File: config.mk
export PLATFORM = sky130hd
export DESIGN_NAME = gtm_cell
export DESIGN_NICKNAME = d
export VERILOG_FILES = /design/src/hw/rtl/glyph_table_text_metrics_assert.svh /design/src/hw/rtl/gtm_pkg.sv /design/src/hw/rtl/gtm_cell.sv
export SDC_FILE = /design/constraint.sdc
export NUM_CORES = 1
export LEC_CHECK = 0
export BUFFER_PORTS_ARGS = -buffer_cell sky130_fd_sc_hd__buf_4
export CORE_MARGIN = 3
export CORE_UTILIZATION = 39
export CTS_BUF_LIST = sky130_fd_sc_hd__clkbuf_2 sky130_fd_sc_hd__clkbuf_4 sky130_fd_sc_hd__clkbuf_8
export DETAILED_ROUTE_END_ITERATION = 8
export PLACE_DENSITY = 0.84
export SLEW_MARGIN = 25
export SYNTH_ARGS = -nofsm -noshare
export SYNTH_HDL_FRONTEND = slang
export SYNTH_SLANG_ARGS = --single-unit
export TNS_END_PERCENT = 10
File: constraint.sdc
create_clock -name clk -period 2.5 [get_ports clk]
set_input_delay 0.375 -clock clk [delete_from_list [all_inputs] [get_ports clk]]
set_output_delay 0.375 -clock clk [all_outputs]
set_load 0.02 [all_outputs]
File: src/hw/rtl/glyph_table_text_metrics_assert.svh
// Assertion helpers for the glyph table block
`ifndef GLYPH_TABLE_TEXT_METRICS_ASSERT_SVH
`define GLYPH_TABLE_TEXT_METRICS_ASSERT_SVH

// Clocked check, masked during reset
`define GTM_CHECK(lbl, prop) \
  lbl: assert property (@(posedge clk) disable iff (!rst_n) prop) \
    else $error("glyph table check failed");

// Clocked check that also runs during reset
`define GTM_CHECK_ALWAYS(lbl, prop) \
  lbl: assert property (@(posedge clk) prop) else $error("glyph table check failed");

`endif

File: src/hw/rtl/gtm_pkg.sv
package gtm_pkg;

  localparam int TableDepthDef = 256;
  localparam int CodeW = 17;
  localparam int ValW  = 18;
  localparam int GrpSize = 16;

  localparam logic [1:0] FUNC_CLEAR = 2'd0;
  localparam logic [1:0] FUNC_ADD   = 2'd1;
  localparam logic [1:0] FUNC_CHAR  = 2'd2;
  localparam logic [1:0] FUNC_EMPTY = 2'd3;

  localparam logic KIND_ACK  = 1'b0;
  localparam logic KIND_TEXT = 1'b1;

  localparam logic [1:0] ST_OK   = 2'd0;
  localparam logic [1:0] ST_FULL = 2'd1;
  localparam logic [1:0] ST_SAT  = 2'd2;

  // insert request broadcast to every cell
  typedef struct packed {
    logic             en;
    logic [CodeW-1:0] code;
    logic [7:0]       w;
    logic [7:0]       h;
  } ins_t;

  // what a cell hands to its right neighbor
  typedef struct packed {
    logic [CodeW-1:0] code;
    logic [7:0]       w;
    logic [7:0]       h;
    logic             gt;
    logic             eq;
  } link_t;

endpackage

File: src/hw/rtl/gtm_cell.sv
module gtm_cell #(
  parameter int IDX = 0,
  parameter int CW  = 9
) (
  input  logic                  clk,
  input  logic [CW-1:0]         cnt,
  input  gtm_pkg::ins_t         ins,
  input  logic [gtm_pkg::ValW-1:0] query,
  input  gtm_pkg::link_t        left,
  output gtm_pkg::link_t        right,
  output logic                  hit,
  output logic [7:0]            hit_w,
  output logic [7:0]            hit_h
);
  import gtm_pkg::*;

  logic [CodeW-1:0] code_r, code_nxt;
  logic [7:0]       w_r, w_nxt, h_r, h_nxt;
  logic             valid, at_cnt;

  assign valid  = cnt > CW'(IDX);
  assign at_cnt = cnt == CW'(IDX);

  // compares against the insert code and the lookup value
  assign right.code = code_r;
  assign right.w    = w_r;
  assign right.h    = h_r;
  assign right.gt   = valid && (code_r > ins.code);
  assign right.eq   = valid && ({1'b0, code_r} == query);

  // first of a run of equal codes owns the hit
  assign hit   = right.eq && !left.eq;
  assign hit_w = hit ? w_r : 8'd0;
  assign hit_h = hit ? h_r : 8'd0;

  // sorted insert: shift right from the insert point
  always_comb begin
    code_nxt = code_r;
    w_nxt    = w_r;
    h_nxt    = h_r;
    if (ins.en) begin
      if (left.gt) begin
        code_nxt = left.code;
        w_nxt    = left.w;
        h_nxt    = left.h;
      end else if (right.gt || at_cnt) begin
        code_nxt = ins.code;
        w_nxt    = ins.w;
        h_nxt    = ins.h;
      end
    end
  end

  always_ff @(posedge clk) begin
    code_r <= code_nxt;
    w_r    <= w_nxt;
    h_r    <= h_nxt;
  end

endmodule

==> summary.md, run 1 <==
| Metric | Value |
|---|---|
| Max Fclk | between 300 and 400 MHz |
| Period utilization | 1.036 |
| Post-synth ARST share | 0 |
| Result of the run | complete, but fails checks |
| Antenna Cells | 0 |
| Post-place setup slack | 0.08315 ns |
| Hold WS | about 0.38 ns |
| Syn avg cell area | 11.01 um^2 |
| Hold buffers post-CTS | 0 |
| Synth Cell Area | 2147 um^2 |
| Area leader, netlist | edfxtp_1 |
| Initial Utilization | 0.4125 |
| Area delta synth->final | 64.80% |
| Ys flop type | edfxtp_1 |
| Dpl hpwl | 5388 um |
| Post-route minimum period | 2.589 ns |
| Most frequent CP cell | buf_4 |
| Final wirelength | 6608 um |
| Routed wire per std cell | 15.62 um |
| Vias post-DR | roughly 2,000 |
| CP arrival | 2.21 ns |
| Initial antenna violation count | 0 |
| Critical Path Max Stage Delay | 0.42 ns |
| WP data required | 2.12 ns |
| Buffers & Inverters on Critical Path | 3 |
| Final count of negative-setup-slack endpoints | 17 |
| GR Overflow Total | 0 |
| All-Layer GR Usage | 0.1954 |
| Vias in the first global route | just over 2,000 |
| Clock sinks | 33 |
| RePlAce Congestion | approximately 0.76 |
| Clk_lat worst skew | ~0.28 ns |
| Fill count | 450 |
| Top-area cell type share of the netlist area | 0.4615 |
| Worst Slack Setup Final | -0.08916 ns |
| Commonest cells in the netlist | edfxtp_1, nand2_1 |
| Die height | 80.20 um |
| Post-synth EDFFs | 33 |
| Pwr dens | approximately 440 nW/um^2 |
| Number of port buffers | between 100 and 150 |
| Hold crit path type | in -> reg |
| Final ANT Viol Nets | 0 |
| Iteration-0 DRC Markers | 96 |
| Die area | 6431 um^2 |
| Max-cap violations | 0 |
| Post-Route Utilization | 0.6798 |
| Multi-input gate area in the final layout | 1101 um^2 |
| TritonRoute pass-1 iters | 4 |
| Ports | 149 |
| Top-count cell post-synth | edfxtp_1 |
| Slowest CP cell | edfxtp_1 |
| Worst setup SP type | register |
| Register area share after synthesis | 0.4615 |
| DR vias/cell | approximately 4.8 |
| Non-Filler Instances | 423 |
| Slew @ Worst Pin | 0.5128 ns |
| Inst Count DP | 411 |
| RSZ-0062 raised after global routing | yes |
| # DRC | 0 |
| Distinct cells, synth | 31 |
| Dominant cells by area after synthesis | edfxtp_1, ha_1, mux2_2 |
| Worst-path clk slew | ~0.070 ns |
| Fin. Hold Viols | 0 |
| H-tree lvl count | 2 |
| Core Footprint | 5205 um^2 |
| Max VDD drop | 0.2617 mV |
| Slew HR | 0.6581 |
| Clock Tree Buf Depth | 2 |
| TritonCTS buffer count | 5 |
| Final nets | between 400 and 500 |
| Yosys warns | 0 |
| First-pass GRT wire length | between 9000 and 10,000 um |
| Critical Path Sink Type | primary output |
| Pin count of the biggest net entering global routing | 51 |
| TritonCTS clock tree | yes |
| Fraction of layout cells with a size suffix above 1 | 0.5779 |
| Slew Viols, Final | 0 |
| Register bit total from synthesis | 33 |
| Critical path class | reg -> out |
| Root Driver | clkbuf_8 |
| LEAKAGE | 0.001693 uW |
| Worst path cell trace | xor2_1, nor4_2, buf_4, nand4_1, nor3_4, buf_12, and2_2, buf_4 |
| Crit path max fanout | 17 |
| Rows | 26 |
| Syn nets | just over 300 |
| FF/Latch Area | 991.0 um^2 |
| Failing checks | setup timing |
| Die X | 80.20 um |
| Clock skew | 0.002187 ns |
| Setup TNS Final | -1.237 ns |
| Synth Instances | 195 |
| Crit path max-delay family | simple AND/OR/NAND/NOR gates |
per-layer routing:
| metal | vias up | part of all wire | track usage |
|---|---|---|---|
| li1 | 1008 | - | - |
| met1 | 928 | 0.37 | 0.2226 |
| met2 | 91 | 0.53 | 0.3626 |
| met3 | 10 | 0.087 | 0.04148 |
| met4 | 0 | 0.013 | 0.05743 |
| met5 | - | 0 | 0 |
final timing paths:
| check | end | start | slack [ns] | depth (start not counted) |
|---|---|---|---|---|
| setup / recovery | hit_w[4] | code_r[14] | -0.09 | 8 |
| setup reg to reg | w_r[1] | code_r[14] | 0.26 | 8 |
| hold reg to reg | code_r[10] | code_r[4] | 1.32 | 5 |
| hold / removal | code_r[12] | left[30] | 0.38 | 3 |
final cells by class:
class | count | area share
repair buffers | 156 | 0.3416
well taps | 70 | 0.02475
multi-input cells | 139 | 0.3112
clock inverters | 2 | 0.002829
flip-flops and latches | 33 | 0.2801
inverters | 17 | 0.01803
clock buffers | 6 | 0.02157
sequential cells by signal, indices dropped and copies added, names as in the netlist:
register / flops
h_r: 8
code_r: 17
w_r: 8
layout by cell type, fill, tap and decap left out, drive strengths merged:
| master | netlist | final |
|---|---|---|
| buf | 3 | 156 |
| edfxtp | 33 | 33 |
| nand2 | 19 | 19 |
| inv | 17 | 17 |
| o21ai | 17 | 17 |
| mux2 | 17 | 17 |
| and2 | 17 | 17 |
| ha | 17 | 17 |
| xor2 | 13 | 13 |
| clkbuf | 3 | 6 |
| nand4 | 5 | 5 |
| a21oi | 5 | 5 |
| nor4 | 5 | 5 |
| xnor2 | 4 | 4 |
| nor2 | 3 | 3 |
| nand3 | 3 | 3 |
| a21o | 2 | 2 |
| clkinv | 0 | 2 |
| nor3 | 2 | 2 |
| or3 | 1 | 1 |
| nand2b | 1 | 1 |
| a221oi | 1 | 1 |
| a21boi | 1 | 1 |
| and4 | 1 | 1 |
| nor2b | 1 | 1 |
| o31ai | 1 | 1 |
| and3 | 1 | 1 |
| a31oi | 1 | 1 |
| o21a | 1 | 1 |
kinds of logic (layout without fill, tap and decap cells):
family	Yosys count	after routing	synth area share
AO/OA/AOI/OAI	29	29	0.07576
XOR/XNOR	17	17	0.06935
adder cells (fa/ha/maj)	17	17	0.09907
buffers and inverters	23	181	0.04371
flip-flops	33	33	0.4615
multiplexers	17	17	0.08916
AND/OR/NAND/NOR	59	59	0.1614
through the flow:
stage | power (uW) | instance area, um^2
6_report | 1540 | 3538
2_1_floorplan | 898.3 | 2148
5_1_grt | 1619 | 3538
3_5_place_dp | 1143 | 3385
4_1_cts | 1549 | 3516
3_3_place_gp | 1130 | 3385
worst reg2reg max path, delay by kind of cell, from the launching register on:
| kind | cells | cell delay, ns |
|---|---|---|
| compound gates | 3 | 0.53 |
| fa+ha+maj | 1 | 0.30 |
| buf+inv | 2 | 0.34 |
| flops | 1 | 0.42 |
| simple gates | 2 | 0.36 |
what timing repair did:
action	in CTS	in global routing
pin swaps	3	2
setup buffers	1	3
setup endpoints to repair	18	18
hold endpoints to repair	0	0
gates resized for setup	4	0
power breakdown:
group	switching (uW)	internal (uW)
Clock	191	204
Sequential	32.7	667
Combinational	204	242
Total	427	1110
No activity file was read; power rests on OpenSTA's default activity.
==> inputs of run 2 (changes only) <==
--- a/config.mk
+++ b/config.mk
@@ -7,10 +7,11 @@
 export LEC_CHECK = 0
 export BUFFER_PORTS_ARGS = -buffer_cell sky130_fd_sc_hd__buf_4
 export CORE_MARGIN = 3
-export CORE_UTILIZATION = 39
-export CTS_BUF_LIST = sky130_fd_sc_hd__clkbuf_2 sky130_fd_sc_hd__clkbuf_4 sky130_fd_sc_hd__clkbuf_8
+export CORE_UTILIZATION = 38
+export CTS_BUF_LIST = sky130_fd_sc_hd__clkbuf_16
+export CTS_CLUSTER_DIAMETER = 40
 export DETAILED_ROUTE_END_ITERATION = 8
-export PLACE_DENSITY = 0.84
+export PLACE_DENSITY = 0.83
 export SLEW_MARGIN = 25
 export SYNTH_ARGS = -nofsm -noshare
 export SYNTH_HDL_FRONTEND = slang
==> run 2 against run 1 <==
Against the previous run: critical endpoint is now hit_h[4]; worst hold slack improved by 0.0013 ns; the flow still finishes with violations (setup timing); largest power group unchanged; critical path type unchanged; cell count is 0.47% lower; first-iteration DRC count shrank 22%; global-route usage is 0.63 points lower.
==> summary.md, run 2 (same netlist as run 1, synthesis figures left out) <==
| Metric | Value |
|---|---|
| Max VDD drop | 0.2513 mV (was 0.2617 mV) |
| Clock skew | 0.004486 ns (was 0.002187 ns) |
| All-Layer GR Usage | 0.1891 (was 0.1954) |
| Pin count of the biggest net entering global routing | 38 (was 51) |
| Fin. Hold Viols | 0 (unchanged) |
| Period utilization | 1.019 (was 1.036) |
| DP Area | 3379 um^2 (was 3385 um^2) |
| CP startpoint | code_r[7] (was code_r[14]) |
| TritonCTS clock tree | yes (unchanged) |
| Post-Route Utilization | 0.6859 (was 0.6798) |
| Hold buffers post-CTS | 0 (unchanged) |
| First-pass GRT wire length | 9356 um (was 9625 um) |
| Worst R2R Setup Slack | 0.22 ns (was 0.26 ns) |
| Failing checks | setup timing (unchanged) |
| Initial Utilization | 0.4074 (was 0.4125) |
| Non-Filler Instances | 421 (was 423) |
| RR Endpoint | code_r[7] (was w_r[1]) |
| Max Fclk | 392.4 MHz (was 386.2 MHz) |
| Inst Count DP | 412 (was 411) |
| Switch Pwr | 451.4 uW (was 427.3 uW) |
| Clock share of power | 0.341 (was 0.256) |
| Rows | 26 (unchanged) |
| RePlAce Congestion | 0.7923 (was 0.7597) |
| Setup TNS Final | -0.5586 ns (was -1.237 ns) |
| Area delta synth->final | 68.36% (was 64.80%) |
| Crit path max fanout | 17 (unchanged) |
| Reg2reg path depth | 7 (was 8) |
| Antenna Cells | 0 (unchanged) |
| Ports | 149 (unchanged) |
| Critical path class | reg -> out (unchanged) |
| Sequential Power Share | 0.408 (was 0.454) |
| Slew HR | 0.7802 (was 0.6581) |
| Final count of negative-setup-slack endpoints | 17 (unchanged) |
| Number of port buffers | 148 (unchanged) |
| Worst setup SP type | register (unchanged) |
| TritonCTS buffer count | 5 (unchanged) |
| Fraction of layout cells with a size suffix above 1 | 0.5726 (was 0.5779) |
| Dpl hpwl | 5366 um (was 5388 um) |
| LEAKAGE | 0.001709 uW (was 0.001693 uW) |
| TritonRoute pass-1 iters | 6 (was 4) |
| Most common cell after layout, fill and taps aside | buf_4 (unchanged) |
| Max reg flops | 17 (unchanged) |
| Pwr dens | 474.9 nW/um^2 (was 435.1 nW/um^2) |
| Slew Viols, Final | 0 (unchanged) |
| Slew @ Worst Pin | 0.3296 ns (was 0.5128 ns) |
| Worst Slack Setup Final | -0.04830 ns (was -0.08916 ns) |
| Vias post-DR | 2,045 (was 2,037) |
| Post-Layout Inst Area | 3615 um^2 (was 3538 um^2) |
| Iteration-0 DRC Markers | 75 (was 96) |
| CP arrival | 2.17 ns (was 2.21 ns) |
| Critical Path Sink Type | primary output (unchanged) |
| Final nets | 464 (was 466) |
| Commonest non-fill, non-tap cells in the layout | buf_4, edfxtp_1, nand2_1 (unchanged) |
| DR vias/cell | 4.857 (was 4.816) |
| Comb pwr share | 0.251 (was 0.290) |
| CP endpoint | hit_h[4] (was hit_w[4]) |
| Clock sinks | 33 (unchanged) |
| Routed wire per std cell | 15.31 um (was 15.62 um) |
| Vias in the first global route | 2,025 (was 2,078) |
| Int Power | 1265 uW (was 1112 uW) |
| Worst-path clk slew | 0.06 ns (was 0.07 ns) |
| Clk_lat worst skew | 0.27 ns (was 0.28 ns) |
| GR Overflow Total | 0 (unchanged) |
| Initial antenna violation count | 0 (unchanged) |
| Biggest register | code_r (unchanged) |
| Core Footprint | 5270 um^2 (was 5205 um^2) |
| Post-route minimum period | 2.548 ns (was 2.589 ns) |
| RSZ-0062 raised after global routing | yes (unchanged) |
| Final ANT Viol Nets | 0 (unchanged) |
| Switching share of total power | 0.2630 (was 0.2775) |
| Final wirelength | 6444 um (was 6608 um) |
| Clock Tree Buf Depth | 2 (unchanged) |
| Top flop regs | code_r (17), h_r (8), w_r (8) (unchanged) |
| # DRC | 0 (unchanged) |
| R2r startpoint | code_r[11] (was code_r[14]) |
| Die area | 6588 um^2 (was 6431 um^2) |
| Max-cap violations | 0 (unchanged) |
| Root Driver | clkbuf_16 (was clkbuf_8) |
| H-tree lvl count | 2 (unchanged) |
| Result of the run | complete, but fails checks (unchanged) |
| Die X | 81.17 um (was 80.20 um) |
| Hold crit path type | in -> reg (unchanged) |
| Hold depth | 3 (unchanged) |
| Die height | 81.17 um (was 80.20 um) |
| WP data required | 2.12 ns (about the same) |
## run 2: changes by cell type in the layout (fill, tap and decap cells not counted)
cell	previous run	this run
ha_4	2	1
buf_4	153	136
clkbuf_16	0	5
clkinvlp_4	0	1
buf_6	0	16
buf_12	3	2
clkbuf_8	5	0
ha_1	15	16
clkbuf_4	1	0
## run 2: how the worst min path moves through the flow
stage / start / end
2_1_floorplan: left[33] / code_r[15]
3_3_place_gp: left[19] / code_r[1]
3_5_place_dp: left[20] / code_r[2]
4_1_cts: left[24] / code_r[6]
5_1_grt: left[22] / code_r[4]
6_report: left[30] / code_r[12]
## run 2: layout make-up
cell class                 count  area (um^2)
fill                         422         1655
timing repair buffer         154         1241
multi-input combinational    139         1089
sequential                    33        991.0
clock buffer                   5        125.1
tap                           70        87.58
inverter                      17        63.81
clock inverter                 3        17.52
## run 2: worst max-delay path, cell delays in order, from the launching register on
cell	delay, ns
edfxtp_1	0.44
xor2_1	0.17
nor4_2	0.33
buf_4	0.17
nand4_1	0.15
nor3_4	0.20
buf_12	0.16
and2_2	0.16
buf_6	0.11
## run 2: routing by layer
layer | vias up | routed length, um | track usage
met2 | 88 | 3356 | 0.3456
met3 | 6 | 591 | 0.04767
met5 | - | 0 | 0
li1 | 1005 | - | -
met4 | 0 | 76 | 0.05743
met1 | 946 | 2420 | 0.2152
## run 2: repair_timing
action | in CTS | in global routing
pin swaps | 3 | 1
buffers inserted | 1 | 0
endpoints found under the setup margin | 18 | 18
gates cloned | 0 | 0
resized for setup | 18 | 1
## run 2: power groups by stage
stage | clock (uW) | combinational, uW | sequential (uW)
finish | 586 | 431 | 700
global route | 618 | 470 | 705
CTS | 597 | 434 | 699
detailed placement | 0 | 426 | 711
global placement | 0 | 418 | 708
floorplan | 0 | 143 | 755
## run 2: stage by stage
stage / worst slack [ns] / power [uW] / hold slack [ns]
2_1_floorplan: 0.01045 / 898.3 / 0.5621
3_3_place_gp: 0.09018 / 1126 / 0.6546
3_5_place_dp: 0.006062 / 1137 / 0.6590
4_1_cts: -0.09451 / 1730 / 0.3790
5_1_grt: -0.1747 / 1793 / 0.4010
6_report: -0.04830 / 1716 / 0.3788
